$ cat src/vad_pkg.sv
// shared constants, types and the arctangent table for the vector angle core
package vad_pkg;

  localparam int COORD_BITS = 12;
  localparam int FRAC_BITS  = 24;
  localparam int PRESCALE   = 30;
  localparam int STEPS      = 26;
  localparam int STEP_W     = $clog2(STEPS);

  // x grows by the cordic gain and the sqrt2 of the fold, three guard bits cover both
  localparam int XY_W  = COORD_BITS + PRESCALE + 3;
  localparam int Z_W   = 32;
  localparam int OCT_W = FRAC_BITS + 6;
  localparam int SUM_W = FRAC_BITS + 10;
  localparam int DEG_W = 10;

  localparam int IN_BITS   = 4 * COORD_BITS;
  localparam int IN_BYTES  = (IN_BITS + 7) / 8;
  localparam int IN_DATA_W = IN_BYTES * 8;
  localparam int OUT_DATA_W = 16;

  localparam logic [OCT_W-1:0] OCT_MAX = OCT_W'(45) << FRAC_BITS;
  localparam logic [SUM_W-1:0] DEG_90  = SUM_W'(90) << FRAC_BITS;
  localparam logic [SUM_W-1:0] DEG_180 = SUM_W'(180) << FRAC_BITS;
  localparam logic [SUM_W-1:0] DEG_270 = SUM_W'(270) << FRAC_BITS;

  // atan(2^-i) in degrees, q8.24
  localparam logic [Z_W-1:0] ATAN_TAB [STEPS] = '{
    32'd754974720, 32'd445687602, 32'd235489088, 32'd119537938, 32'd60000934,
    32'd30029717,  32'd15018523,  32'd7509720,   32'd3754917,   32'd1877466,
    32'd938734,    32'd469367,    32'd234684,    32'd117342,    32'd58671,
    32'd29335,     32'd14668,     32'd7334,      32'd3667,      32'd1833,
    32'd917,       32'd458,       32'd229,       32'd115,       32'd57,
    32'd29
  };

  typedef struct packed {
    logic is_zero;   // point equals center
    logic on_axis;   // smaller magnitude is zero
    logic diag;      // magnitudes equal
    logic swap;      // |dy| > |dx|, octant angle measured from the y axis
    logic neg_dx;
    logic neg_dy;
  } ctl_t;

  typedef struct packed {
    logic signed [XY_W-1:0] x;
    logic signed [XY_W-1:0] y;
    logic signed [Z_W-1:0]  z;
  } rot_t;

endpackage

$ cat src/vad_unfold.sv
// output stages: clamp the octant angle, unfold to the full circle, truncate to degrees
module vad_unfold (
  input  logic                              clk,
  input  logic                              rst,
  input  logic                              en,
  input  logic                              in_valid,
  input  vad_pkg::ctl_t                     in_ctl,
  input  logic signed [vad_pkg::Z_W-1:0]    in_z,
  output logic                              out_valid,
  output logic signed [vad_pkg::DEG_W-1:0]  out_deg
);
  import vad_pkg::*;

  logic             mid_valid;
  ctl_t             mid_ctl;
  logic [OCT_W-1:0] oct;
  logic [OCT_W-1:0] oct_next;

  logic [SUM_W-1:0]  base;
  logic              sub;
  logic [SUM_W-1:0]  oct_ext;
  logic [SUM_W-1:0]  sum;
  logic [DEG_W-1:0]  whole;
  logic [DEG_W-1:0]  deg_next;

  always_comb begin
    priority if (in_ctl.on_axis) begin
      oct_next = '0;
    end else if (in_ctl.diag) begin
      oct_next = OCT_MAX;
    end else if (in_z[Z_W-1]) begin
      oct_next = '0;
    end else if (in_z > $signed({{(Z_W-OCT_W){1'b0}}, OCT_MAX})) begin
      oct_next = OCT_MAX;
    end else begin
      oct_next = in_z[OCT_W-1:0];
    end
  end

  always_ff @(posedge clk) begin
    if (rst) begin
      mid_valid <= 1'b0;
    end else if (en) begin
      mid_valid <= in_valid;
    end
  end

  always_ff @(posedge clk) begin
    if (en) begin
      mid_ctl <= in_ctl;
      oct     <= oct_next;
    end
  end

  // lower half plane right of the y axis reuses the first-quadrant sum and negates the degrees
  always_comb begin
    oct_ext = SUM_W'(oct);
    unique case ({mid_ctl.neg_dx, mid_ctl.neg_dy})
      2'b10: begin
        base = mid_ctl.swap ? DEG_90 : DEG_180;
        sub  = !mid_ctl.swap;
      end
      2'b11: begin
        base = mid_ctl.swap ? DEG_270 : DEG_180;
        sub  = mid_ctl.swap;
      end
      default: begin
        base = mid_ctl.swap ? DEG_90 : '0;
        sub  = mid_ctl.swap;
      end
    endcase
    sum   = sub ? base - oct_ext : base + oct_ext;
    whole = sum[FRAC_BITS +: DEG_W];
    if (mid_ctl.is_zero) begin
      deg_next = '0;
    end else if (!mid_ctl.neg_dx && mid_ctl.neg_dy) begin
      deg_next = -whole;
    end else begin
      deg_next = whole;
    end
  end

  always_ff @(posedge clk) begin
    if (rst) begin
      out_valid <= 1'b0;
    end else if (en) begin
      out_valid <= mid_valid;
    end
  end

  always_ff @(posedge clk) begin
    if (en) begin
      out_deg <= $signed(deg_next);
    end
  end

endmodule

$ cat config.mk
export PLATFORM = sky130hd
export DESIGN_NAME = vad_unfold
export DESIGN_NICKNAME = d
export VERILOG_FILES = /design/src/vad_pkg.sv /design/src/vad_unfold.sv
export SDC_FILE = /design/constraint.sdc
export NUM_CORES = 1
export LEC_CHECK = 0
export BUFFER_PORTS_ARGS = -buffer_cell sky130_fd_sc_hd__buf_2
export CORE_MARGIN = 1
export CORE_UTILIZATION = 30
export DETAILED_ROUTE_END_ITERATION = 8
export PLACE_DENSITY_LB_ADDON = 0.25
export SLEW_MARGIN = 40
export SYNTH_ARGS = -nofsm -noshare
export SYNTH_HDL_FRONTEND = slang
export SYNTH_SLANG_ARGS = --single-unit
$ cat constraint.sdc
create_clock -name clk -period 4.4 [get_ports clk]
set_input_delay 0.22 -clock clk [delete_from_list [all_inputs] [get_ports clk]]
set_output_delay 0.22 -clock clk [all_outputs]
set_load 0.01 [all_outputs]
==> results.yml <==
run_status:
  run_status: "completed"
power_and_ir_drop:
  max-vdd-ir-drop_v: 0.000200
  cellInternalPower_uw: 1150
  power.static_leakage_uw: 0.00200
  p_switching_uw: 599
  report.power.total_uw: 1750
  share_seq_of_total_power_pct: 31.4
  powerDensity_nw_per_um2: 344
  comb_power_share_pct: 43.5
  power_switching_share_pct: 34.1
  power.share.clock_pct: 25.0
worst_setup_path:
  crit_path_max_fanout: 7
  cpMaxStageDelayCell: "or4_4"
  timing.critical_path.max_delay_family: "compound AO/OA/AOI/OAI gates"
  r2r_cells: 15
  endpoint_kind: "flop"
  cp.depth: 15
  worst_ep_arrival_time_ps: 4330
  critical_path.startpoint_type: "flop"
  cp_cell_sequence: "nor4_4 > nand3_1 > or4_4 > o31ai_2 > xor2_1 > ha_4 > a21o_4 > a21o_1 > a21o_1 > mux2i_1 > o31ai_1 > a311oi_2 > nor4_2 > a31oi_1 > mux2_1"
  r2r_setup_slack_ps: 120
  critical_path.max_stage_delay_ps: 550
  startpoint: "oct[13]$_SDFFCE_PP0P_"
  cp_data_required_time_ps: 4450
  timing.setup.critical_path_class: "reg -> reg"
  reg2reg_launch_point: "oct[13]$_SDFFCE_PP0P_"
  critical-path-top-cell-by-count: "a21o_1"
  crit_end: "out_deg[9]$_SDFFCE_PP0P_"
  critical_path.n_buffers_inverters: 0
  worst_r2r_end: "out_deg[9]$_SDFFCE_PP0P_"
synthesis:
  number_of_enable_type_register_cells_in_the_synthesized_netlist: 44
  synth_warnings: 0
  postSynth.topFlopCell: "edfxtp_1"
  ys_seq_area_share_pct: 34.7
  synth_cell_types: 83
  async_flop_share_pct: 0
  synth.net_count: 461
  ys_ff_latch: 46
  synth_cells: 406
  per_instance_average_area_after_synthesis_um2: 9.65
  post_synth_instance_area_um2: 3920
worst_hold_path:
  whs_path_depth: 2
  hold_path.class: "in -> reg"
sta:
  timing.final.crit_period_ps: 4280
  layout_worst_path_cycle_share_pct: 97.2
  worst_slew_margin_rel_pct: 60.5
  finClkSkew_ps: 3.85
  final-setup-viol-count: 0
  max_freq_mhz: 234
  grt_setup_unrepaired: "true"
  finalHoldViolations: 0
  tightest_slew_ps: 592
  drv_slew: 0
clock_network:
  tritoncts: "done"
  cts_max_path_buffers: 2
  hold_buffers: 0
  cts.clk_slew.worst_paths_ps: 60
  numCtsBuffers: 5
  clock_insertion_delay_worst_skew_ps: 300
  clockRootBuffer: "clkbuf_16"
  cts_max_level: 2
  clock_sink_count: 46
layout:
  n_antenna_cell: 0
  finalNonFillerCells: 688
  nFillCells: 1261
  layout.cells.most_common_list: "buf_4, buf_2, edfxtp_1, nor2_1, and2_1"
  nets: 570
  mostFrequentLayoutCell: "buf_4"
  areaGrowthSynthToFinish_pct: 29.9
  share_of_cells_above_drive_strength_1_pct: 35.7
floorplan:
  die_y_um: 116
  die_area_um2: 13500
  die_w_um: 116
  pin_count: 53
  fp-row-count: 41
  start_util_pct: 30.9
  placeableCoreArea_um2: 12700
placement:
  dp_hpwl_um: 8050
  place_inst: 673
  port_buffers: 52
  gp_congestion: 0.864
detailed_routing:
  wl_per_cell_um: 14.6
  firstDrtPassIters: 4
  route.vias.total: 3558
  detail_route.iter0.violations: 176
  post_drt_via_cell_ratio: 5.17
  wirelength_um: 10100
  detail_route.drc_violations: 0
  drtAntennaViolNets: 0
flow_run:
  drv.max_cap_violation_count: 0
global_routing:
  grt_pass1_wl_um: 16600
  overflow: 0
  vias_in_the_first_global_route: 3385
  grt_max_degree: 47
  antenna_found_initial: 0
  grt.total_usage_pct: 16.0
metrics by stage:
stage	instance area (um2)	TNS, ps	utilization (%)	worst slack [ps]	hold slack, ps
2_1_floorplan	3960	-28.4	-	-28.4	292
3_3_place_gp	4780	-22.3	37.7	-22.3	393
3_5_place_dp	4780	-139	37.8	-77.8	396
4_1_cts	4960	0	39.2	10.1	80.8
5_1_grt	5090	-293	40.2	-151	86.5
6_report	5090	0	40.2	123	85.4
kinds of logic (layout without fill, tap and decap cells):
| kind of cell | after synthesis | in the layout | share of synthesized area, % |
|---|---|---|---|
| compound gates | 96 | 96 | 19.1 |
| xor+xnor | 15 | 15 | 3.35 |
| fa+ha+maj | 13 | 13 | 4.15 |
| buf+inv | 24 | 134 | 3.29 |
| flops | 46 | 46 | 34.7 |
| mux | 13 | 13 | 3.96 |
| simple gates | 199 | 199 | 31.4 |
cell usage after synthesis, types with 3 or more instances:
cell type,instances,area (um2)
nand4_1,11,68.8
xnor2_1,4,35.0
edfxtp_1,44,1320
mux2i_1,5,50.1
nor2_1,39,146
o21ai_0,20,100
o31ai_1,5,37.5
and2_1,30,188
nor3_1,11,55.1
xor2_1,11,96.3
and3_1,6,37.5
clkbuf_8,3,41.3
a21o_1,4,30.0
a311oi_1,3,26.3
clkbuf_1,9,33.8
inv_1,10,37.5
or3_1,7,43.8
ha_1,13,163
mux2_1,4,45.0
a21o_2,4,35.0
nand2b_1,5,31.3
a31oi_1,7,43.8
and4b_1,3,30.0
nand3_1,9,45.0
nor3_4,3,48.8
or2_2,4,25.0
nor2b_1,7,43.8
nor4_1,15,93.8
a21oi_1,20,100
a41oi_1,6,52.6
nand2_1,19,71.3
nand4b_1,4,35.0
area by class of cell:
type,instances,area [um2],share of cell area (%)
clock buffer,6,129,2.53
clock inverter,2,37.5,0.737
inverter,10,37.5,0.737
multi-input combinational,336,2550,50.2
sequential,46,1360,26.7
tap,172,215,4.23
timing repair buffer,116,756,14.8
power groups by stage:
stage | registers, uW | clock network, uW | logic [uW]
global placement | 559 | 0 | 703
finish | 551 | 439 | 763
detailed placement | 560 | 0 | 712
global route | 556 | 469 | 847
CTS | 551 | 451 | 715
floorplan | 574 | 0 | 473
flip-flops by register name, indices dropped and copies added (netlist names):
register	flops
out_valid	1
mid_ctl	4
mid_valid	1
out_deg	10
oct	30
worst reg2reg max path: cells and delay by family, from the launching register on:
family | cells | cell delay (ps)
AOI/OAI and AO/OA | 7 | 1410
DFF | 1 | 430
and+or+nand+nor | 4 | 1170
adders and majority gates | 1 | 270
xor gates and xnor gates | 1 | 260
muxes | 2 | 490
how the worst min path moves through the flow:
| stage | endpoint | startpoint | slack [ps] |
|---|---|---|---|
| after detailed placement | mid_valid$_SDFFE_PP0P_ | rst | 400 |
| after global placement | out_valid$_SDFFE_PP0P_ | rst | 390 |
| final | mid_valid$_SDFFE_PP0P_ | rst | 90 |
| after floorplan | mid_valid$_SDFFE_PP0P_ | rst | 290 |
| after CTS | mid_valid$_SDFFE_PP0P_ | rst | 80 |
| after global routing | mid_ctl[2]$_DFFE_PP_ | in_ctl[2] | 90 |
per-layer routing:
| metal | GRT usage, % | part of all wire [%] | up-vias |
|---|---|---|---|
| li1 | - | - | 1799 |
| met1 | 20.2 | 46 | 1660 |
| met2 | 26.3 | 47 | 82 |
| met3 | 3.68 | 4.2 | 17 |
| met4 | 6.24 | 2.5 | 0 |
| met5 | 0 | 0 | - |
timing repair:
action / CTS / global route
setup endpoints to repair: 2 / 4
pin swaps: 0 / 11
resized for setup: 2 / 14
buffers inserted: 0 / 7
No activity file was read; power rests on OpenSTA's default activity.
