--- src/vad_pkg.sv ---
// shared constants, types and the arctangent table for the vector angle core
package vad_pkg;

  localparam int COORD_BITS = 12;
  localparam int FRAC_BITS  = 24;
  localparam int PRESCALE   = 30;
  localparam int STEPS      = 26;
  localparam int STEP_W     = $clog2(STEPS);

  // x grows by the cordic gain and the sqrt2 of the fold, three guard bits cover both
  localparam int XY_W  = COORD_BITS + PRESCALE + 3;
  localparam int Z_W   = 32;
  localparam int OCT_W = FRAC_BITS + 6;
  localparam int SUM_W = FRAC_BITS + 10;
  localparam int DEG_W = 10;

  localparam int IN_BITS   = 4 * COORD_BITS;
  localparam int IN_BYTES  = (IN_BITS + 7) / 8;
  localparam int IN_DATA_W = IN_BYTES * 8;
  localparam int OUT_DATA_W = 16;

  localparam logic [OCT_W-1:0] OCT_MAX = OCT_W'(45) << FRAC_BITS;
  localparam logic [SUM_W-1:0] DEG_90  = SUM_W'(90) << FRAC_BITS;
  localparam logic [SUM_W-1:0] DEG_180 = SUM_W'(180) << FRAC_BITS;
  localparam logic [SUM_W-1:0] DEG_270 = SUM_W'(270) << FRAC_BITS;

  // atan(2^-i) in degrees, q8.24
  localparam logic [Z_W-1:0] ATAN_TAB [STEPS] = '{
    32'd754974720, 32'd445687602, 32'd235489088, 32'd119537938, 32'd60000934,
    32'd30029717,  32'd15018523,  32'd7509720,   32'd3754917,   32'd1877466,
    32'd938734,    32'd469367,    32'd234684,    32'd117342,    32'd58671,
    32'd29335,     32'd14668,     32'd7334,      32'd3667,      32'd1833,
    32'd917,       32'd458,       32'd229,       32'd115,       32'd57,
    32'd29
  };

  typedef struct packed {
    logic is_zero;   // point equals center
    logic on_axis;   // smaller magnitude is zero
    logic diag;      // magnitudes equal
    logic swap;      // |dy| > |dx|, octant angle measured from the y axis
    logic neg_dx;
    logic neg_dy;
  } ctl_t;

  typedef struct packed {
    logic signed [XY_W-1:0] x;
    logic signed [XY_W-1:0] y;
    logic signed [Z_W-1:0]  z;
  } rot_t;

endpackage

--- src/vad_prep.sv ---
// input stage: differences, absolute values and fold into the first octant
module vad_prep (
  input  logic                                 clk,
  input  logic                                 rst,
  input  logic                                 en,
  input  logic                                 in_valid,
  input  logic [vad_pkg::COORD_BITS-1:0]       point_x,
  input  logic [vad_pkg::COORD_BITS-1:0]       point_y,
  input  logic [vad_pkg::COORD_BITS-1:0]       center_x,
  input  logic [vad_pkg::COORD_BITS-1:0]       center_y,
  output logic                                 out_valid,
  output vad_pkg::ctl_t                        out_ctl,
  output vad_pkg::rot_t                        out_rot
);
  import vad_pkg::*;

  logic signed [COORD_BITS:0] dx;
  logic signed [COORD_BITS:0] dy;
  logic [COORD_BITS-1:0]      ax;
  logic [COORD_BITS-1:0]      ay;
  logic [COORD_BITS-1:0]      big;
  logic [COORD_BITS-1:0]      sml;
  logic                       swap;
  ctl_t                       ctl_next;
  rot_t                       rot_next;

  always_comb begin
    dx   = $signed({1'b0, point_x}) - $signed({1'b0, center_x});
    dy   = $signed({1'b0, center_y}) - $signed({1'b0, point_y});
    ax   = dx[COORD_BITS] ? COORD_BITS'(-dx) : dx[COORD_BITS-1:0];
    ay   = dy[COORD_BITS] ? COORD_BITS'(-dy) : dy[COORD_BITS-1:0];
    swap = ay > ax;
    big  = swap ? ay : ax;
    sml  = swap ? ax : ay;

    ctl_next.is_zero = (ax == '0) && (ay == '0);
    ctl_next.on_axis = (sml == '0);
    ctl_next.diag    = (sml == big);
    ctl_next.swap    = swap;
    ctl_next.neg_dx  = dx[COORD_BITS];
    ctl_next.neg_dy  = dy[COORD_BITS];

    rot_next.x = $signed({3'b000, big, {PRESCALE{1'b0}}});
    rot_next.y = $signed({3'b000, sml, {PRESCALE{1'b0}}});
    rot_next.z = '0;
  end

  always_ff @(posedge clk) begin
    if (rst) begin
      out_valid <= 1'b0;
    end else if (en) begin
      out_valid <= in_valid;
    end
  end

  always_ff @(posedge clk) begin
    if (en) begin
      out_ctl <= ctl_next;
      out_rot <= rot_next;
    end
  end

endmodule

--- config.mk ---
export PLATFORM = sky130hd
export DESIGN_NAME = vad_prep
export DESIGN_NICKNAME = d
export VERILOG_FILES = /design/src/vad_pkg.sv /design/src/vad_prep.sv
export SDC_FILE = /design/constraint.sdc
export NUM_CORES = 1
export LEC_CHECK = 0
export BUFFER_PORTS_ARGS = -buffer_cell sky130_fd_sc_hd__buf_2
export CAP_MARGIN = 20
export CORE_ASPECT_RATIO = 2
export CORE_MARGIN = 3
export CORE_UTILIZATION = 25
export DETAILED_ROUTE_END_ITERATION = 6
export PLACE_DENSITY = 0.5
export SYNTH_ARGS = -nofsm -noshare
export SYNTH_HDL_FRONTEND = slang
export SYNTH_SLANG_ARGS = --single-unit
--- constraint.sdc ---
create_clock -name clk -period 7.2 [get_ports clk]
set_input_delay 1.44 -clock clk [delete_from_list [all_inputs] [get_ports clk]]
set_output_delay 1.44 -clock clk [all_outputs]
set_load 0.02 [all_outputs]
==> results_dict.tcl, run 1 <==
set metrics [dict create \
    totalWireLength_um 10100 \
    max_cap_viol_count 0 \
    crit_path_max_fanout 18 \
    worst_path_required_ns 7.20 \
    timing.critical_path.slowest_stage_cell "fa_1" \
    syn_avg_cell_area_sq_um 8.88 \
    reg2regPathDepth 2 \
    setup_ws_ns 1.01 \
    placed_area_sq_um 4530 \
    floorplan.die_area_sq_um 18800 \
    finalCritPeriodShare 0.859 \
    layout.nets 655 \
    worst_setup_hold_path_clk_slew_ns 0.05 \
    timing.max_slew.rel_slack 0.528 \
    synth_top_cells_by_area "edfxtp_1, buf_4, ha_1" \
    drt_first_iter_violations 115 \
    total_leakage_power_uw 0.00227 \
    cts-hold-fix-buffers 0 \
    synth_ff_type "edfxtp_1" \
    grtUsageTotal 0.103 \
    antenna_violations_before_repair 0 \
    min_path_type "reg -> reg" \
    min-delay-start "out_valid" \
    ir_worst_vdd_uv 105 \
    yosysSeqAreaShare 0.215 \
    hold_depth 2 \
    worstMarginPinSlew_ns 0.703 \
    grt_max_degree 32 \
    cell_chosen_for_the_clock_root "clkbuf_16" \
    syn_area_sq_um 4280 \
    clock_tree_from_tritoncts "yes" \
    cts.repair.resized 0 \
    rows 67 \
    n_antenna_cell 0 \
    worst_hold_path.endpoint "out_valid" \
    end_kind "flop" \
    grt.overflow.total 0 \
    wire_length_of_the_first_global_routing_pass_um 15700 \
    first_pass_iters 4 \
    cp_slowest_stage_delay_ns 0.39 \
    place.port_buffers 82 \
    drt.antenna.violating_nets 0 \
    gp_congestion 0.874 \
    netlist-cell-type-count 74 \
    place_hpwl_um 8920 \
    cts.path.max_buffers 2 \
    achievable-frequency_mhz 162 \
    worst-r2r-setup-slack_ns 6.63 \
    total_setup_buffers_inserted_after_cts 0 \
    grt_setup_unrepaired "false" \
    status "complete, no violations" \
    final_util 0.279 \
    finalHoldViolations 0 \
    timing.critical_path.cells "buf_2 > ha_1 > fa_1 > nand2b_2 > a211oi_4 > o211ai_1 > a31oi_1 > buf_4 > mux2i_1 > inv_1 > ha_1 > nor2b_1 > o21ai_0 > nand2b_1 > a21oi_1 > o211ai_1 > o21ai_0 > maj3_1 > a221oi_2 > or2_1 > buf_4 > mux2i_1" \
    grt_pass1_vias 3227 \
    final.min_clock_period_ns 6.19 \
    ios 181 \
    start_util 0.255 \
    die-height_um 191 \
    async_flop_share 0 \
    cts.sinks 31 \
    route.detailed.vias_per_inst 4.42 \
    yosys.area.top_type "edfxtp_1" \
    fin_setup_tns_ns 0 \
    worstReg2RegStart "out_valid" \
    fp.dieW_um 98.5 \
    power.density_cell_area_nw_per_um2 272 \
    filler_cell_count 1829 \
    worstSkewPairLatency_ns 0.27 \
    final-setup-viol-count 0 \
    crit_type "in -> reg" \
    clock_tree.htree_level_count 2 \
    final_area_sq_um 4680 \
    detail_route.drc_violations 0 \
    fin_skew_ns 0 \
    crit-reg2reg-capture "out_valid" \
    critPathLaunchType "primary input" \
    yosysWarnings 0 \
    syn2layout_area_growth_pct 9.33 \
    syn-instance-count 482 \
    synth_enable_flop_cells 30 \
    wl_per_cell_um 13.0 \
    timing.final.max_slew_violations 0 \
    synth_top_cell_area_share 0.211 \
    detailroute.via_count 3419 \
    synth_seq_cells 31 \
    post-place-ws_ns 0.690 \
    drive_gt1_frac 0.196 \
    critical_path_data_arrival_time_ns 6.19 \
    cts_made_buffers 5 \
    core_sq_um 16800 \
]
worst max-delay path, delay by kind of cell:
| family | cells | cell delay (ns) |
|---|---|---|
| buf+inv | 4 | 0.76 |
| fa+ha+maj | 4 | 1.29 |
| compound gates | 8 | 1.41 |
| mux | 2 | 0.50 |
| simple gates | 4 | 0.76 |
cells in the mapped netlist (3+ instances only):
library cell,count
or2_1,3
o21ai_1,3
nand2b_1,8
buf_4,99
a21oi_1,20
o21a_1,6
nor2_1,25
o21ai_0,14
buf_2,3
a41oi_1,4
a31oi_1,6
o211ai_1,5
o31ai_1,3
xor2_1,17
nand2_1,12
edfxtp_1,30
a21o_1,7
ha_1,35
nand4_1,7
xnor2_1,20
nor4_1,4
o31a_1,3
inv_1,41
and3_1,5
nor3_1,7
nor2b_1,3
nand3_1,8
a211oi_1,3
mux2i_1,24
area by class of cell:
class / count / area (sq um) / area share
clock buffers: 5 / 125 / 0.0268
flip-flops and latches: 31 / 921 / 0.197
repair buffers: 87 / 448 / 0.0958
multi-input cells: 400 / 2750 / 0.588
inverters: 41 / 154 / 0.0329
clock inverters: 3 / 20.0 / 0.00428
well taps: 207 / 259 / 0.0554
logic make-up after synthesis:
logic type	count (synthesis)	share of synthesized area
buffers and inverters	148	0.227
AO/OA/AOI/OAI	103	0.184
AND/OR/NAND/NOR	99	0.125
adder cells (fa/ha/maj)	39	0.117
XOR/XNOR	37	0.0758
flip-flops	31	0.215
multiplexers	24	0.0562
other	1	0.000877
layout by cell type (no fill, tap or decap), types with 5 or more instances in the layout:
| cell type | synthesis | routed |
|---|---|---|
| xnor2_1 | 20 | 20 |
| nand4_1 | 7 | 7 |
| clkbuf_16 | 0 | 5 |
| and3_1 | 5 | 5 |
| nor2_1 | 25 | 25 |
| xor2_1 | 17 | 17 |
| nor3_1 | 7 | 7 |
| conb_1 | 1 | 98 |
| a31oi_1 | 6 | 6 |
| o211ai_1 | 5 | 5 |
| nand2_1 | 12 | 12 |
| mux2i_1 | 24 | 24 |
| nand2b_1 | 8 | 8 |
| ha_1 | 35 | 35 |
| a21oi_1 | 20 | 20 |
| a21o_1 | 7 | 7 |
| o21ai_0 | 14 | 14 |
| inv_1 | 41 | 41 |
| buf_4 | 99 | 5 |
| nand3_1 | 8 | 8 |
| edfxtp_1 | 30 | 30 |
| buf_2 | 3 | 82 |
| o21a_1 | 6 | 6 |
metal layers:
metal / part of all wire / vias to the layer above / GRT usage
li1: - / 1698 / -
met1: 0.34 / 1562 / 0.0990
met4: 0.033 / 0 / 0.0521
met5: 0 / - / 0
met2: 0.55 / 141 / 0.206
met3: 0.073 / 18 / 0.0135
metrics by stage:
| stage | power, uW | hold WS, ns | cells |
|---|---|---|---|
| after CTS | 1290 | 0.498 | 774 |
| final | 1270 | 0.488 | 774 |
| after floorplan | 964 | 0.579 | 579 |
| after global placement | 1080 | 0.478 | 766 |
| after detailed placement | 1090 | 0.485 | 766 |
| after global routing | 1380 | 0.578 | 774 |
state kept, by name, summed over array words and instances, names as in the netlist:
register,cells
out_ctl,6
out_valid,1
out_rot,24
how the worst max path moves through the flow:
stage / from / endpoint / slack [ns]
5_1_grt: center_y[0] / out_rot[63] / 0.52
6_report: point_y[0] / out_rot[115] / 1.01
3_5_place_dp: point_y[0] / out_rot[109] / 0.69
3_3_place_gp: point_y[0] / out_rot[67] / 0.69
2_1_floorplan: center_y[0] / out_rot[67] / 1.40
4_1_cts: point_y[0] / out_rot[115] / 0.97
where the power goes:
group,switching (uW),internal [uW]
Clock,72.3,127
Sequential,15.7,294
Combinational,482,280
Total,570,701
Note: power is estimated with default switching activity, not from simulation.
==> run 2, diff against run 1 <==
CORE_ASPECT_RATIO = 1.25   (was 2)
PLACE_DENSITY = 0.45   (was 0.5)
==> run 2 against run 1 <==
Critical path depth did not move. Maximum frequency decreased by 2.6%. Hold slack improved by 0.0043 ns. Via count decreased by 0.76%. Core utilization up 0.40 points. Routed wire length grew 2.0%. Largest cell class unchanged. Critical path type unchanged. Largest power group unchanged. Highest routed layer unchanged. Global-route usage about the same. Worst setup slack got worse by 0.16 ns. Total power down 0.50%. Sequential power barely moved.
==> results_dict.tcl, run 2 (same netlist as run 1, synthesis figures left out) <==
set metrics [dict create \
    worst-path-buf-inv 5 \
    cts.sinks 31 \
    worst-r2r-setup-slack_ns 6.63 \
    fin_setup_tns_ns 0 \
    status "complete, no violations" \
    grt_pass1_vias 3215 \
    power.density_cell_area_nw_per_um2 272 \
    cp_slowest_stage_delay_ns 0.46 \
    drt_first_iter_violations 97 \
    n_antenna_cell 0 \
    critPathTopFamily "compound AO/OA/AOI/OAI gates" \
    cts_made_buffers 5 \
    detail_route.drc_violations 0 \
    start_util 0.260 \
    totalWireLength_um 10300 \
    timing.critical_path.cells "buf_2 > inv_1 > ha_1 > fa_1 > nand2b_2 > a211oi_4 > o211ai_1 > a31oi_1 > buf_4 > nor2_1 > xnor2_1 > inv_1 > ha_1 > and3_1 > nand3_1 > o211ai_1 > o21ai_0 > maj3_1 > a221oi_2 > or2_1 > buf_4 > mux2i_1" \
    worst-path-stages 22 \
    final-setup-viol-count 0 \
    cts-hold-fix-buffers 0 \
    min_path_type "reg -> reg" \
    finalHoldViolations 0 \
    rows 52 \
    layout.cells.most_common_list "conb_1, buf_2, inv_1" \
    drt.antenna.violating_nets 0 \
    grt_max_degree 32 \
    worstSkewPairLatency_ns 0.27 \
    worstReg2RegStart "out_valid" \
    setup_ws_ns 0.850 \
    detailroute.via_count 3393 \
    crit_type "in -> reg" \
    achievable-frequency_mhz 157 \
    ios 181 \
    critical_path_data_arrival_time_ns 6.35 \
    worstMarginPinSlew_ns 0.692 \
    filler_cell_count 1768 \
    reg2regPathDepth 2 \
    core_sq_um 16500 \
    wl_per_cell_um 13.2 \
    max_ffs_per_register 24 \
    crit_path_max_fanout 19 \
    timing.final.max_slew_violations 0 \
    crit-reg2reg-capture "out_valid" \
    first_pass_iters 4 \
    die-height_um 152 \
    total_setup_buffers_inserted_after_cts 0 \
    cts.repair.resized 0 \
    cell_chosen_for_the_clock_root "clkbuf_16" \
    end_kind "flop" \
    fin_skew_ns 0 \
    place_hpwl_um 8820 \
    grtUsageTotal 0.103 \
    clock_tree.htree_level_count 2 \
    top_register "out_rot" \
    gp_congestion 0.817 \
    total_leakage_power_uw 0.00226 \
    antenna_violations_before_repair 0 \
    worst_setup_hold_path_clk_slew_ns 0.05 \
    cts.path.max_buffers 2 \
    timing.max_slew.rel_slack 0.535 \
    mostFrequentLayoutCell "conb_1" \
    post-place-ws_ns 0.561 \
    place.port_buffers 82 \
    finalCritPeriodShare 0.882 \
    timing.critical_path.slowest_stage_cell "xnor2_1" \
    layout.nets 652 \
    route.detailed.vias_per_inst 4.35 \
    critPathLaunch "center_y[0]" \
    wire_length_of_the_first_global_routing_pass_um 16100 \
    worst_setup_ep "out_rot[114]" \
    grt.overflow.total 0 \
    critPathLaunchType "primary input" \
    max_cap_viol_count 0 \
    clock_tree_from_tritoncts "yes" \
    grt_setup_unrepaired "false" \
    regs_by_ff_count "out_rot: 24 flops, out_ctl: 6 flops, out_valid: 1 flops" \
    worst_path_required_ns 7.20 \
    holdWs_ns 0.493 \
    drive_gt1_frac 0.186 \
    floorplan.die_area_sq_um 18700 \
    fp.dieW_um 123 \
    final.min_clock_period_ns 6.35 \
    ir_worst_vdd_uv 101 \
    syn2layout_area_growth_pct 8.86 \
]
-- run 2: changes by cell type in the layout (fill, tap and decap cells not counted) --
cell / delta
clkinv_2: -1
buf_4: -3
clkbuf_1: +1
clkinv_1: +2
clkinvlp_4: -2
-- run 2: per-stage QoR --
stage / util / total power (uW) / instance area [sq um] / cells
2_1_floorplan: - / 964 / 4640 / 579
3_3_place_gp: 0.275 / 1070 / 4520 / 772
3_5_place_dp: 0.275 / 1080 / 4520 / 772
4_1_cts: 0.283 / 1280 / 4660 / 780
5_1_grt: 0.283 / 1360 / 4660 / 780
6_report: 0.283 / 1260 / 4660 / 780
-- run 2: where the power goes --
group	total (uW)	leakage, uW	internal [uW]	switching [uW]
combinational	762	0.00189	274	488
clock	194	0.0000659	125	68.7
sequential	309	0.000301	294	15.3
total	1260	0.00226	693	572
-- run 2: worst min-delay path by stage --
stage,cells after the start,endpoint,start
2_1_floorplan,2,out_valid,out_valid
3_3_place_gp,2,out_valid,out_valid
3_5_place_dp,2,out_valid,out_valid
4_1_cts,2,out_valid,out_valid
5_1_grt,2,out_valid,out_valid
6_report,2,out_valid,out_valid
-- run 2: area by class of cell --
cell class	instances	area (sq um)	area share
clock buffer	6	129	0.0277
tap	216	270	0.0580
clock inverter	2	7.51	0.00161
sequential	31	921	0.198
inverter	41	154	0.0330
timing repair buffer	84	425	0.0913
multi-input combinational	400	2750	0.591
-- run 2: worst reg2reg max path, stage by stage, from the launching register on --
cell and delay [ns]:
dfxtp_1 0.30, mux2i_1 0.11, nor2_1 0.05
-- run 2: layer usage --
metal | routed length, um | share of wire | track usage
met5 | 0 | 0 | 0
met4 | 129 | 0.013 | 0.0264
met3 | 699 | 0.068 | 0.0111
met2 | 5300 | 0.51 | 0.194
met1 | 4160 | 0.40 | 0.123
